File: config.mk
export PLATFORM = sky130hd
export DESIGN_NAME = nozzle_dose_round_sequencer_flat
export DESIGN_NICKNAME = d
export VERILOG_FILES = /design/src/rtl/core/ndrs_pkg.sv /design/src/rtl/core/ndrs_in_if.sv /design/src/rtl/core/ndrs_out_if.sv /design/src/rtl/core/ndrs_in_stage.sv /design/src/rtl/core/ndrs_core.sv /design/src/rtl/core/ndrs_out_stage.sv /design/src/rtl/core/nozzle_dose_round_sequencer.sv /design/src/flat_wrapper.sv
export SDC_FILE = /design/constraint.sdc
export NUM_CORES = 1
export LEC_CHECK = 0
export BUFFER_PORTS_ARGS = -buffer_cell sky130_fd_sc_hd__buf_2
export CORE_MARGIN = 1.5
export CORE_UTILIZATION = 62
export CTS_BUF_LIST = sky130_fd_sc_hd__clkbuf_4 sky130_fd_sc_hd__clkbuf_8 sky130_fd_sc_hd__clkbuf_16
export CTS_CLUSTER_SIZE = 24
export DETAILED_ROUTE_END_ITERATION = 8
export PLACE_DENSITY = 0.79
export SYNTH_ARGS = -nofsm -noshare
export SYNTH_HDL_FRONTEND = slang
export SYNTH_HIERARCHICAL = 1
export SYNTH_SLANG_ARGS = --single-unit
File: constraint.sdc
create_clock -name clk -period 8.1 [get_ports clk]
set_clock_uncertainty 0.1 [all_clocks]
set_input_delay 1.62 -clock clk [delete_from_list [all_inputs] [get_ports clk]]
set_output_delay 1.62 -clock clk [all_outputs]
set_load 0.1 [all_outputs]
File: src/rtl/core/ndrs_pkg.sv
// Package for the nozzle dose round sequencer.
// Holds the item, result and configuration types, the codes and the phase type.
// No dependencies; the stages, the core, the top level and the test files import it.
package ndrs_pkg;

    // Width of the enable mask register as the register map defines it.
    localparam int MASK_W = 18;
    localparam int CFG_DATA_W = 32;
    localparam int CFG_INDEX_W = 2;

    // Input item kinds.
    localparam logic [1:0] KIND_POLL = 2'd0;
    localparam logic [1:0] KIND_RATE = 2'd1;
    localparam logic [1:0] KIND_CTRL = 2'd2;

    // Control commands.
    localparam logic CMD_RESTART = 1'b0;
    localparam logic CMD_STOP    = 1'b1;

    // Result actions.
    localparam logic [2:0] ACT_NONE       = 3'd0;
    localparam logic [2:0] ACT_MOVE       = 3'd1;
    localparam logic [2:0] ACT_PARK       = 3'd2;
    localparam logic [2:0] ACT_PUMP       = 3'd3;
    localparam logic [2:0] ACT_STOP       = 3'd4;
    localparam logic [2:0] ACT_STOP_RHOME = 3'd5;

    // Configuration register indexes.
    localparam logic [1:0] CFG_ENABLED_MASK = 2'd0;
    localparam logic [1:0] CFG_SLICES       = 2'd1;
    localparam logic [1:0] CFG_ACCESS_MS    = 2'd2;

    // Phase codes as they appear on the result.
    localparam logic [2:0] PH_IDLE        = 3'd0;
    localparam logic [2:0] PH_WAIT_MOTOR  = 3'd1;
    localparam logic [2:0] PH_HOMING      = 3'd2;
    localparam logic [2:0] PH_PICK        = 3'd3;
    localparam logic [2:0] PH_WAIT_MOVE   = 3'd4;
    localparam logic [2:0] PH_WAIT_PUMP   = 3'd5;
    localparam logic [2:0] PH_WAIT_LAST   = 3'd6;
    localparam logic [2:0] PH_WAIT_ACCESS = 3'd7;

    // Sequencer state, one-hot.
    typedef enum logic [7:0] {
        ST_IDLE        = 8'b0000_0001,
        ST_WAIT_MOTOR  = 8'b0000_0010,
        ST_HOMING      = 8'b0000_0100,
        ST_PICK        = 8'b0000_1000,
        ST_WAIT_MOVE   = 8'b0001_0000,
        ST_WAIT_PUMP   = 8'b0010_0000,
        ST_WAIT_LAST   = 8'b0100_0000,
        ST_WAIT_ACCESS = 8'b1000_0000
    } phase_t;

    // One input item.
    typedef struct packed {
        logic [1:0]  kind;
        logic        command;
        logic        stepper_idle;
        logic        at_origin;
        logic        homing_done;
        logic        pump_idle;
        logic        ms_tick;
        logic        parked_at_last;
        logic [4:0]  rate_nozzle;
        logic [11:0] whole_ticks;
        logic [15:0] tick_fraction;
    } item_t;

    // One result item.
    typedef struct packed {
        logic [2:0]  action;
        logic [4:0]  target_nozzle;
        logic [12:0] pump_ticks;
        logic [2:0]  phase;
        logic [15:0] round_index;
    } result_t;

    // Configuration write as it travels to the core.
    typedef struct packed {
        logic                   we;
        logic [CFG_INDEX_W-1:0] index;
        logic [CFG_DATA_W-1:0]  data;
    } cfg_write_t;

    // Map the one-hot state to its result code.
    function automatic logic [2:0] phase_code(input phase_t st);
        logic [2:0] code;
        unique case (st)
            ST_IDLE:        code = PH_IDLE;
            ST_WAIT_MOTOR:  code = PH_WAIT_MOTOR;
            ST_HOMING:      code = PH_HOMING;
            ST_PICK:        code = PH_PICK;
            ST_WAIT_MOVE:   code = PH_WAIT_MOVE;
            ST_WAIT_PUMP:   code = PH_WAIT_PUMP;
            ST_WAIT_LAST:   code = PH_WAIT_LAST;
            ST_WAIT_ACCESS: code = PH_WAIT_ACCESS;
            default:        code = PH_IDLE;
        endcase
        return code;
    endfunction

endpackage

File: src/rtl/core/ndrs_in_if.sv
// Input channel of the nozzle dose round sequencer: valid, ready and item fields.
// No dependencies.
interface ndrs_in_if;
    logic        valid;
    logic        ready;
    logic [1:0]  kind;
    logic        command;
    logic        stepper_idle;
    logic        at_origin;
    logic        homing_done;
    logic        pump_idle;
    logic        ms_tick;
    logic        parked_at_last;
    logic [4:0]  rate_nozzle;
    logic [11:0] whole_ticks;
    logic [15:0] tick_fraction;

    modport source (
        output valid, kind, command, stepper_idle, at_origin, homing_done,
               pump_idle, ms_tick, parked_at_last, rate_nozzle, whole_ticks,
               tick_fraction,
        input  ready
    );

    modport sink (
        input  valid, kind, command, stepper_idle, at_origin, homing_done,
               pump_idle, ms_tick, parked_at_last, rate_nozzle, whole_ticks,
               tick_fraction,
        output ready
    );
endinterface

File: src/rtl/core/ndrs_out_if.sv
// Result channel of the nozzle dose round sequencer: valid, ready and result fields.
// No dependencies.
interface ndrs_out_if;
    logic        valid;
    logic        ready;
    logic [2:0]  action;
    logic [4:0]  target_nozzle;
    logic [12:0] pump_ticks;
    logic [2:0]  phase;
    logic [15:0] round_index;

    modport source (
        output valid, action, target_nozzle, pump_ticks, phase, round_index,
        input  ready
    );

    modport sink (
        input  valid, action, target_nozzle, pump_ticks, phase, round_index,
        output ready
    );
endinterface

File: src/rtl/core/ndrs_in_stage.sv
// Input register of the sequencer: captures one request from the input channel.
// Depends on ndrs_pkg and ndrs_in_if.
module ndrs_in_stage
    import ndrs_pkg::*;
(
    input  logic      clk,
    input  logic      rst_n,
    ndrs_in_if.sink   items,
    input  logic      advance,
    output logic      item_valid,
    output item_t     item
);

    logic  valid_reg;
    logic  valid_next;
    item_t item_reg;
    logic  take;

    // A new request enters when the register is empty or moves on this cycle.
    assign items.ready = !valid_reg || advance;
    assign take        = items.valid && items.ready;
    assign valid_next  = take || (valid_reg && !advance);

    always_ff @(posedge clk or negedge rst_n)
    begin
        if (!rst_n)
        begin
            valid_reg <= 1'b0;
        end
        else
        begin
            valid_reg <= valid_next;
        end
    end

    // Payload holds no reset.
    always_ff @(posedge clk)
    begin
        if (take)
        begin
            item_reg.kind           <= items.kind;
            item_reg.command        <= items.command;
            item_reg.stepper_idle   <= items.stepper_idle;
            item_reg.at_origin      <= items.at_origin;
            item_reg.homing_done    <= items.homing_done;
            item_reg.pump_idle      <= items.pump_idle;
            item_reg.ms_tick        <= items.ms_tick;
            item_reg.parked_at_last <= items.parked_at_last;
            item_reg.rate_nozzle    <= items.rate_nozzle;
            item_reg.whole_ticks    <= items.whole_ticks;
            item_reg.tick_fraction  <= items.tick_fraction;
        end
    end

    assign item_valid = valid_reg;
    assign item       = item_reg;

endmodule

File: src/rtl/core/ndrs_core.sv
// Sequencer core: configuration, phase state, rate tables and residue accumulators.
// Processes one request per cycle when fire is high. Depends on ndrs_pkg.
module ndrs_core
    import ndrs_pkg::*;
#(
    parameter int NOZZLES = 18
)
(
    input  logic       clk,
    input  logic       rst_n,
    input  cfg_write_t cfg,
    input  logic       fire,
    input  item_t      item,
    output result_t    result
);

    localparam int CUR_W = $clog2(NOZZLES + 1);
    localparam int IDX_W = (NOZZLES > 1) ? $clog2(NOZZLES) : 1;

    // Configuration registers.
    logic [MASK_W-1:0] mask_reg;
    logic [15:0]       slices_reg;
    logic [31:0]       access_reg;

    // Sequencer state.
    phase_t            phase_reg, phase_next;
    logic [CUR_W-1:0]  cur_reg, cur_next;
    logic [31:0]       elapsed_reg, elapsed_next;
    logic [15:0]       round_reg, round_next;

    // Per-nozzle storage.
    logic [11:0]       rate_whole_reg [NOZZLES];
    logic [15:0]       rate_frac_reg  [NOZZLES];
    logic [15:0]       residue_reg    [NOZZLES];

    logic [31:0]       mask_wide;
    logic [NOZZLES-1:0] on_vec;
    logic [CUR_W-1:0]  found_idx;
    logic              found;
    logic              cur_valid;
    logic [IDX_W-1:0]  cur_idx;
    logic [16:0]       frac_sum;
    logic [15:0]       new_residue;
    logic              last_slice;
    logic [12:0]       dose_ticks;
    logic [31:0]       elapsed_inc;
    logic [15:0]       round_inc;
    logic              res_we;
    logic              res_clear;
    logic              rate_we;
    logic [IDX_W-1:0]  rate_idx;
    logic [2:0]        act;
    logic [4:0]        tgt;
    logic [12:0]       ticks;

    // Enabled nozzles, limited to the mask width.
    assign mask_wide = 32'(mask_reg);

    always_comb
    begin
        for (int i = 0; i < NOZZLES; i++)
        begin
            on_vec[i] = mask_wide[i];
        end
    end

    // Lowest enabled nozzle at or above the current one.
    always_comb
    begin
        found_idx = CUR_W'(NOZZLES);
        found     = 1'b0;
        for (int i = NOZZLES - 1; i >= 0; i--)
        begin
            if (on_vec[i] && (CUR_W'(i) >= cur_reg))
            begin
                found_idx = CUR_W'(i);
                found     = 1'b1;
            end
        end
    end

    // Dose for the current nozzle: whole ticks, residue carry, last-slice tick.
    assign cur_valid   = (cur_reg < CUR_W'(NOZZLES));
    assign cur_idx     = cur_reg[IDX_W-1:0];
    assign frac_sum    = {1'b0, residue_reg[cur_idx]} + {1'b0, rate_frac_reg[cur_idx]};
    assign new_residue = frac_sum[15:0];
    assign last_slice  = (slices_reg != 16'd0) && (round_reg == slices_reg - 16'd1);
    assign dose_ticks  = {1'b0, rate_whole_reg[cur_idx]} + {12'd0, frac_sum[16]}
                       + {12'd0, last_slice && (new_residue != 16'd0)};

    assign elapsed_inc = elapsed_reg + {31'd0, item.ms_tick};
    assign round_inc   = round_reg + 16'd1;

    // Rate writes go to an in-range nozzle only.
    assign rate_we  = fire && (item.kind == KIND_RATE)
                    && ({1'b0, item.rate_nozzle} < 6'(NOZZLES));
    assign rate_idx = item.rate_nozzle[IDX_W-1:0];

    // Next-state and result logic for one request.
    always_comb
    begin
        phase_next   = phase_reg;
        cur_next     = cur_reg;
        elapsed_next = elapsed_reg;
        round_next   = round_reg;
        act          = ACT_NONE;
        tgt          = 5'd0;
        ticks        = 13'd0;
        res_we       = 1'b0;
        res_clear    = 1'b0;
        if (fire)
        begin
            unique case (item.kind)
                KIND_CTRL:
                begin
                    if (item.command == CMD_RESTART)
                    begin
                        phase_next = ST_WAIT_MOTOR;
                        round_next = 16'd0;
                        res_clear  = 1'b1;
                        act        = ACT_STOP_RHOME;
                    end
                    else
                    begin
                        phase_next = ST_IDLE;
                        act        = ACT_STOP;
                    end
                end
                KIND_POLL:
                begin
                    if (!(phase_reg == ST_IDLE || phase_reg == ST_WAIT_MOTOR
                          || phase_reg == ST_HOMING))
                    begin
                        elapsed_next = elapsed_inc;
                    end
                    unique case (phase_reg)
                        ST_IDLE:
                        begin
                        end
                        ST_WAIT_MOTOR:
                        begin
                            if (item.stepper_idle)
                            begin
                                cur_next   = '0;
                                phase_next = item.at_origin ? ST_PICK : ST_HOMING;
                            end
                        end
                        ST_HOMING:
                        begin
                            if (item.homing_done)
                            begin
                                phase_next = ST_PICK;
                            end
                        end
                        ST_PICK:
                        begin
                            cur_next = found_idx;
                            if (found)
                            begin
                                act        = ACT_MOVE;
                                tgt        = 5'(found_idx);
                                phase_next = ST_WAIT_MOVE;
                            end
                            else if (item.parked_at_last)
                            begin
                                act        = ACT_PARK;
                                phase_next = ST_WAIT_ACCESS;
                            end
                            else
                            begin
                                act        = ACT_MOVE;
                                tgt        = 5'(NOZZLES - 1);
                                phase_next = ST_WAIT_LAST;
                            end
                        end
                        ST_WAIT_MOVE:
                        begin
                            if (item.stepper_idle)
                            begin
                                if (cur_valid)
                                begin
                                    ticks  = dose_ticks;
                                    res_we = 1'b1;
                                end
                                act        = ACT_PUMP;
                                phase_next = ST_WAIT_PUMP;
                            end
                        end
                        ST_WAIT_PUMP:
                        begin
                            if (item.pump_idle)
                            begin
                                if (cur_valid)
                                begin
                                    cur_next = cur_reg + CUR_W'(1);
                                end
                                phase_next = ST_PICK;
                            end
                        end
                        ST_WAIT_LAST:
                        begin
                            if (item.stepper_idle)
                            begin
                                act        = ACT_PARK;
                                phase_next = ST_WAIT_ACCESS;
                            end
                        end
                        ST_WAIT_ACCESS:
                        begin
                            if (item.stepper_idle && (elapsed_inc >= access_reg))
                            begin
                                elapsed_next = 32'd0;
                                cur_next     = '0;
                                phase_next   = ST_PICK;
                                round_next   = (round_inc == slices_reg) ? 16'd0 : round_inc;
                            end
                        end
                        default:
                        begin
                        end
                    endcase
                end
                default:
                begin
                end
            endcase
        end
    end

    // Configuration writes; an index past the map is ignored.
    always_ff @(posedge clk or negedge rst_n)
    begin
        if (!rst_n)
        begin
            mask_reg   <= '0;
            slices_reg <= 16'd60;
            access_reg <= 32'd60000;
        end
        else if (cfg.we)
        begin
            unique case (cfg.index)
                CFG_ENABLED_MASK: mask_reg   <= cfg.data[MASK_W-1:0];
                CFG_SLICES:       slices_reg <= cfg.data[15:0];
                CFG_ACCESS_MS:    access_reg <= cfg.data;
                default:
                begin
                end
            endcase
        end
    end

    // Sequencer state registers.
    always_ff @(posedge clk or negedge rst_n)
    begin
        if (!rst_n)
        begin
            phase_reg   <= ST_IDLE;
            cur_reg     <= '0;
            elapsed_reg <= 32'd0;
            round_reg   <= 16'd0;
        end
        else
        begin
            phase_reg   <= phase_next;
            cur_reg     <= cur_next;
            elapsed_reg <= elapsed_next;
            round_reg   <= round_next;
        end
    end

    // Rate tables have no reset; the user must write an entry before it is read in use, the block does not enforce it.
    always_ff @(posedge clk)
    begin
        if (rate_we)
        begin
            rate_whole_reg[rate_idx] <= item.whole_ticks;
            rate_frac_reg[rate_idx]  <= item.tick_fraction;
        end
    end

    // Residue accumulators: cleared on reset and, for enabled nozzles, on restart.
    always_ff @(posedge clk or negedge rst_n)
    begin
        if (!rst_n)
        begin
            for (int i = 0; i < NOZZLES; i++)
            begin
                residue_reg[i] <= 16'd0;
            end
        end
        else if (res_clear)
        begin
            for (int i = 0; i < NOZZLES; i++)
            begin
                if (on_vec[i])
                begin
                    residue_reg[i] <= 16'd0;
                end
            end
        end
        else if (res_we)
        begin
            residue_reg[cur_idx] <= new_residue;
        end
    end

    assign result.action        = act;
    assign result.target_nozzle = tgt;
    assign result.pump_ticks    = ticks;
    assign result.phase         = phase_code(phase_next);
    assign result.round_index   = round_next;

endmodule

File: src/rtl/core/ndrs_out_stage.sv
// Result register of the sequencer: holds one result until the sink takes it.
// Depends on ndrs_pkg and ndrs_out_if.
module ndrs_out_stage
    import ndrs_pkg::*;
(
    input  logic        clk,
    input  logic        rst_n,
    input  logic        load,
    input  result_t     result,
    output logic        can_load,
    ndrs_out_if.source  results
);

    logic    valid_reg;
    logic    valid_next;
    result_t result_reg;

    // The register frees up when empty or when its result is taken now.
    assign can_load   = !valid_reg || results.ready;
    assign valid_next = load || (valid_reg && !results.ready);

    always_ff @(posedge clk or negedge rst_n)
    begin
        if (!rst_n)
        begin
            valid_reg <= 1'b0;
        end
        else
        begin
            valid_reg <= valid_next;
        end
    end

    always_ff @(posedge clk)
    begin
        if (load)
        begin
            result_reg <= result;
        end
    end

    assign results.valid         = valid_reg;
    assign results.action        = result_reg.action;
    assign results.target_nozzle = result_reg.target_nozzle;
    assign results.pump_ticks    = result_reg.pump_ticks;
    assign results.phase         = result_reg.phase;
    assign results.round_index   = result_reg.round_index;

endmodule

File: src/rtl/core/nozzle_dose_round_sequencer.sv
// Top level of the nozzle dose round sequencer.
// Instantiates ndrs_in_stage, ndrs_core and ndrs_out_stage; depends on ndrs_pkg,
// ndrs_in_if and ndrs_out_if.

// The sequencer takes one request per clock cycle and returns exactly one
// result for each. An accepted request sits in the input register until the
// result register can take it, then moves into it, and its result is held
// there until the sink takes it. All work for a request happens in the
// combinational logic between those two registers: the search for the next
// enabled nozzle, the residue add that forms the dose and the access-period
// compare. Throughput is one request per cycle as long as results are taken.
// While the result side stalls, the block holds at most two requests, one in
// each register. Once both are full, input ready follows result ready in the
// same cycle.
// Configuration registers are written through cfg_we, cfg_index and cfg_data
// while no request is in flight. Rates for a nozzle must be written before
// that nozzle is dosed. Residue accumulators start at zero after reset and
// are ready at once.
module nozzle_dose_round_sequencer
    import ndrs_pkg::*;
#(
    parameter int NOZZLES = 18
)
(
    input  logic                   clk,
    input  logic                   rst_n,
    input  logic                   cfg_we,
    input  logic [CFG_INDEX_W-1:0] cfg_index,
    input  logic [CFG_DATA_W-1:0]  cfg_data,
    ndrs_in_if.sink                items,
    ndrs_out_if.source             results
);

    logic       item_valid;
    item_t      item;
    logic       can_load;
    logic       advance;
    result_t    result;
    cfg_write_t cfg;

    assign cfg.we    = cfg_we;
    assign cfg.index = cfg_index;
    assign cfg.data  = cfg_data;

    // A request moves through the core when the result register can take it.
    assign advance = item_valid && can_load;

    ndrs_in_stage u_in_stage (
        .clk        (clk),
        .rst_n      (rst_n),
        .items      (items),
        .advance    (advance),
        .item_valid (item_valid),
        .item       (item)
    );

    ndrs_core #(
        .NOZZLES (NOZZLES)
    ) u_core (
        .clk    (clk),
        .rst_n  (rst_n),
        .cfg    (cfg),
        .fire   (advance),
        .item   (item),
        .result (result)
    );

    ndrs_out_stage u_out_stage (
        .clk      (clk),
        .rst_n    (rst_n),
        .load     (advance),
        .result   (result),
        .can_load (can_load),
        .results  (results)
    );

`ifndef ASSERT_OFF
    // A move always names an existing nozzle.
    assert property (@(posedge clk) disable iff (!rst_n)
        results.valid && (results.action == ACT_MOVE)
        |-> (6'(results.target_nozzle) < 6'(NOZZLES)))
        else $error("move result names a nozzle out of range");

    // A pump command leaves the sequencer waiting for the pump.
    assert property (@(posedge clk) disable iff (!rst_n)
        results.valid && (results.action == ACT_PUMP)
        |-> (results.phase == PH_WAIT_PUMP))
        else $error("pump result without wait-pump phase");

    // A stop always leaves the sequencer idle.
    assert property (@(posedge clk) disable iff (!rst_n)
        results.valid && (results.action == ACT_STOP)
        |-> (results.phase == PH_IDLE))
        else $error("stop result without idle phase");

    // When the result side is not stalled the input side never stalls.
    assert property (@(posedge clk) disable iff (!rst_n)
        results.ready |-> items.ready)
        else $error("input stalled while result side is ready");
`endif

endmodule

File: src/flat_wrapper.sv
// flat-port wrapper written by rule: the top's interface ports become plain ports
module nozzle_dose_round_sequencer_flat import ndrs_pkg::*;
#(
    parameter int NOZZLES = 18
)
  (clk, rst_n, cfg_we, cfg_index, cfg_data, items_valid, items_kind, items_command, items_stepper_idle, items_at_origin, items_homing_done, items_pump_idle, items_ms_tick, items_parked_at_last, items_rate_nozzle, items_whole_ticks, items_tick_fraction, items_ready, results_valid, results_action, results_target_nozzle, results_pump_ticks, results_phase, results_round_index, results_ready);
  ndrs_in_if items_i ();
  ndrs_out_if results_i ();
  input  logic clk;
  input  logic rst_n;
  input  logic cfg_we;
  input  logic [CFG_INDEX_W-1:0] cfg_index;
  input  logic [CFG_DATA_W-1:0] cfg_data;
  input wire logic [$bits(items_i.valid)-1:0] items_valid;
  input wire logic [$bits(items_i.kind)-1:0] items_kind;
  input wire logic [$bits(items_i.command)-1:0] items_command;
  input wire logic [$bits(items_i.stepper_idle)-1:0] items_stepper_idle;
  input wire logic [$bits(items_i.at_origin)-1:0] items_at_origin;
  input wire logic [$bits(items_i.homing_done)-1:0] items_homing_done;
  input wire logic [$bits(items_i.pump_idle)-1:0] items_pump_idle;
  input wire logic [$bits(items_i.ms_tick)-1:0] items_ms_tick;
  input wire logic [$bits(items_i.parked_at_last)-1:0] items_parked_at_last;
  input wire logic [$bits(items_i.rate_nozzle)-1:0] items_rate_nozzle;
  input wire logic [$bits(items_i.whole_ticks)-1:0] items_whole_ticks;
  input wire logic [$bits(items_i.tick_fraction)-1:0] items_tick_fraction;
  output wire logic [$bits(items_i.ready)-1:0] items_ready;
  output wire logic [$bits(results_i.valid)-1:0] results_valid;
  output wire logic [$bits(results_i.action)-1:0] results_action;
  output wire logic [$bits(results_i.target_nozzle)-1:0] results_target_nozzle;
  output wire logic [$bits(results_i.pump_ticks)-1:0] results_pump_ticks;
  output wire logic [$bits(results_i.phase)-1:0] results_phase;
  output wire logic [$bits(results_i.round_index)-1:0] results_round_index;
  input wire logic [$bits(results_i.ready)-1:0] results_ready;
  assign items_i.valid = items_valid;
  assign items_i.kind = items_kind;
  assign items_i.command = items_command;
  assign items_i.stepper_idle = items_stepper_idle;
  assign items_i.at_origin = items_at_origin;
  assign items_i.homing_done = items_homing_done;
  assign items_i.pump_idle = items_pump_idle;
  assign items_i.ms_tick = items_ms_tick;
  assign items_i.parked_at_last = items_parked_at_last;
  assign items_i.rate_nozzle = items_rate_nozzle;
  assign items_i.whole_ticks = items_whole_ticks;
  assign items_i.tick_fraction = items_tick_fraction;
  assign items_ready = items_i.ready;
  assign results_valid = results_i.valid;
  assign results_action = results_i.action;
  assign results_target_nozzle = results_i.target_nozzle;
  assign results_pump_ticks = results_i.pump_ticks;
  assign results_phase = results_i.phase;
  assign results_round_index = results_i.round_index;
  assign results_i.ready = results_ready;
  nozzle_dose_round_sequencer #(.NOZZLES(NOZZLES)) u_core (.clk(clk), .rst_n(rst_n), .cfg_we(cfg_we), .cfg_index(cfg_index), .cfg_data(cfg_data), .items(items_i), .results(results_i));
endmodule
==> flow_summary.toml <==
[synthesis]
syn_avg_cell_area_um2 = 14.6
syn_area_um2 = 44200
share_of_synthesized_flip_flops_with_an_asynchronous_set_or_reset_pct = 41.6
ys_seq_elements = 1003
synth_top_flop_cell = "edfxtp_1"
synth-seq-area-share_pct = 63.4
synth_fp_nets = 3167
ys_warn_count = 6
synth_enable_flop_cells = 586
synthDistinctLibCells = 80
syn_inst = 3027

[final_layout]
areaGrowthSynthToFinish_pct = 12.1
multi_input_area_um2 = 15300
drive_gt1_share_pct = 22.3
finalNetCount = 3291
nFillCells = 4383
final-seq-area_um2 = 28100

[floorplan]
row_count = 97
fp.dieW_um = 270
core_area_um2 = 70300
die-height_um = 270
initial_core_utilization_pct = 62.9
ios = 123
dieArea_um2 = 72900

[outcome]
outcome = "complete, no violations"

[timing]
slew-limit-headroom_pct = 9.86
setup-violations-final = 0
grt_setup_unrepaired = "no"
post-route-period-util_pct = 91.9
maxSlewViolCount = 0
worst_slew_pin_slew_ps = 1350
fin_setup_tns_ps = 0
max_clock_freq_mhz = 134
post-route-min-period_ps = 7440
timing.final.hold_violations = 0

[setup_path]
critical_setup_path_kind = "flip-flop to flip-flop"
crit_path_max_fanout = 40
worst_setup_path_start_kind = "flip-flop"
critPathArrivalTime_ps = 7730
timing.critical_path.required_ps = 8390
worst_setup_path_end_kind = "flip-flop"

[detailed_routing]
route.antenna.remaining_nets = 0
routedLengthMet1_um = 42600
detail_route.wirelength_um = 115000
topRoutingLayerUsed = "met4"
met3WireLength_um = 10000
route.met2.wl_um = 56900
drc_markers = 0
num_vias = 28500
dr.pass1.iters = 7
vias_per_cell = 6.82
routedWlPerCell_um = 27.6
drt-initial-drc-count = 3467

[placement]
hpwl_um = 68700
place_congestion = 0.917
portBuffers = 122

[clock_tree]
clkSlewWorstSetupHoldPaths_ps = 60
cts.sinks = 1003
cts_inserted_buffers = 97
post_cts_hold_buffer_count = 0
post-cts-setup-buffers = 0
cts_root_buf = "clkbuf_16"
cts_tree = "built"
max-clock-path-buffers = 3
h-tree-depth = 3
clk_latency_ps = 690
resized_gates_after_cts = 0

[pwr]
power.switching_fraction_pct = 28.4
leakage_power_of_the_design_nw = 19.4
share_clk_of_total_power_pct = 36.5
comb_power_share_pct = 18.6
p_int_mw = 9.33
power.density_nw_per_um2 = 263
net-switching-power_mw = 3.71
post-layout-total-power_mw = 13.0
power.sequential.fraction_pct = 44.9
ir_worst_vdd_uv = 256

[global_route]
grt_overflow_total = 0
grt_use_total_pct = 31.7
grt_pass1_wl_um = 175000
grt_antenna_before_repair = 2
grt_max_degree = 132
vias_in_the_first_global_route = 28900

[hold_path]
worst_hold_path_type = "flip-flop to flip-flop"

[flow_run]
drv_cap = 0
-- critical path, stage by stage, from the launching register on --
cell	delay, ps
dfrtp_4	930
buf_4	470
mux4_2	550
mux2i_1	200
o22a_1	210
o21ai_0	130
ha_1	500
nand2_1	90
o21ai_1	230
o21a_1	150
nor2_1	50
xnor2_1	120
buf_4	200
or4_1	530
or4_1	520
or4_1	540
o31ai_1	300
buf_4	190
fa_1	190
inv_1	80
and3_1	180
and2_1	180
nand3_1	120
xor2_1	230
nor2_1	100
-- worst paths after layout --
path / startpoint / endpoint / slack, ps / depth (start not counted)
min in group asynchronous: rst_n / u_core/u_core/elapsed_reg[19] / 910 / 1
max reg2reg: u_core/u_core/cur_idx[0] / u_core/u_out_stage/results.pump_ticks[9] / 660 / 24
max: u_core/u_core/cur_idx[0] / u_core/u_out_stage/results.pump_ticks[9] / 660 / 24
max in group asynchronous: rst_n / u_core/u_core/residue_reg[197] / 5480 / 2
min reg2reg: u_core/u_core/residue_reg[243] / u_core/u_core/residue_reg[243] / 380 / 2
min: u_core/u_core/residue_reg[243] / u_core/u_core/residue_reg[243] / 380 / 2
-- synth_stat cells, types with 6 or more instances --
| library cell | count | area share (%) |
|---|---|---|
| nand3_1 | 65 | 0.74 |
| dfstp_2 | 12 | 0.71 |
| nor2b_1 | 17 | 0.24 |
| o31ai_1 | 108 | 1.8 |
| nand3b_1 | 9 | 0.15 |
| nor4_1 | 9 | 0.13 |
| o22a_1 | 15 | 0.30 |
| mux2_2 | 91 | 2.3 |
| a31oi_1 | 23 | 0.33 |
| dfrtp_1 | 405 | 23 |
| buf_1 | 19 | 0.16 |
| or4_1 | 8 | 0.14 |
| mux2i_1 | 101 | 2.3 |
| inv_1 | 66 | 0.56 |
| edfxtp_1 | 586 | 40 |
| nor3_1 | 31 | 0.35 |
| mux4_2 | 179 | 9.1 |
| ha_1 | 57 | 1.6 |
| clkbuf_1 | 149 | 1.3 |
| o41ai_1 | 6 | 0.12 |
| a211oi_1 | 6 | 0.10 |
| and3_1 | 14 | 0.20 |
| o22ai_1 | 7 | 0.099 |
| and2_1 | 9 | 0.13 |
| nand2_1 | 234 | 2.0 |
| xnor2_1 | 50 | 0.99 |
| a21oi_1 | 80 | 0.91 |
| nor2_1 | 131 | 1.1 |
| o221ai_1 | 26 | 0.52 |
| or3_1 | 11 | 0.16 |
| a22o_1 | 207 | 4.1 |
| o21ai_0 | 105 | 1.2 |
| xor2_1 | 39 | 0.77 |
| a21o_1 | 6 | 0.10 |
| nand4_1 | 14 | 0.20 |
| nand2b_1 | 19 | 0.27 |
| buf_2 | 26 | 0.29 |
-- cell type report --
class	instances	area share [%]
Clock buffer	131	5.67
Inverter	67	0.510
Antenna cell	2	0.0101
Sequential cell	1003	56.6
Clock inverter	51	1.26
Timing Repair Buffer	219	2.77
Tap cell	940	2.37
Multi-Input combinational cell	1763	30.8
-- power by group through the flow --
stage                     registers (mW)  logic (mW)  clock network (mW)
after global placement              5.94        2.32                   0
final                               5.85        2.43                4.75
after floorplan                     5.99        1.68                   0
after global routing                5.87        2.60                5.00
after detailed placement            5.95        2.39                   0
after CTS                           5.85        2.42                4.80
-- cell usage in the layout, fill, tap and decap left out, drive strengths merged, types with 109 or more instances in the layout --
cell type    n
edfxtp     586
dfrtp      405
nand2      234
buf        219
a22o       207
mux4       179
nor2       131
clkbuf     131
o31ai      110
o21ai      109
-- cell families after synthesis --
family | synth area share [%]
XOR/XNOR | 1.80
flip-flops | 63.4
buffers and inverters | 2.29
multiplexers | 13.7
AND/OR/NAND/NOR | 6.33
AO/OA/AOI/OAI | 10.7
adder cells (fa/ha/maj) | 1.70
-- layer usage --
layer | up-vias | track usage (%)
li1 | 12000 | -
met1 | 14400 | 41.7
met2 | 1705 | 52.4
met3 | 393 | 5.09
met4 | 0 | 14.8
met5 | - | 0
-- per-stage QoR --
step                      area, um2  hold slack (ps)  std cells  worst slack (ps)  utilization [%]
final                         49600              376       4176               659             70.6
after global placement        46100              355       3992               929             65.7
after detailed placement      46100              364       3992               816             65.7
after CTS                     49600              378       4174               675             70.6
after global routing          49600              396       4176               240             70.6
after floorplan               44200              338       3027               815                -
Power figures use the tool's default switching activity.
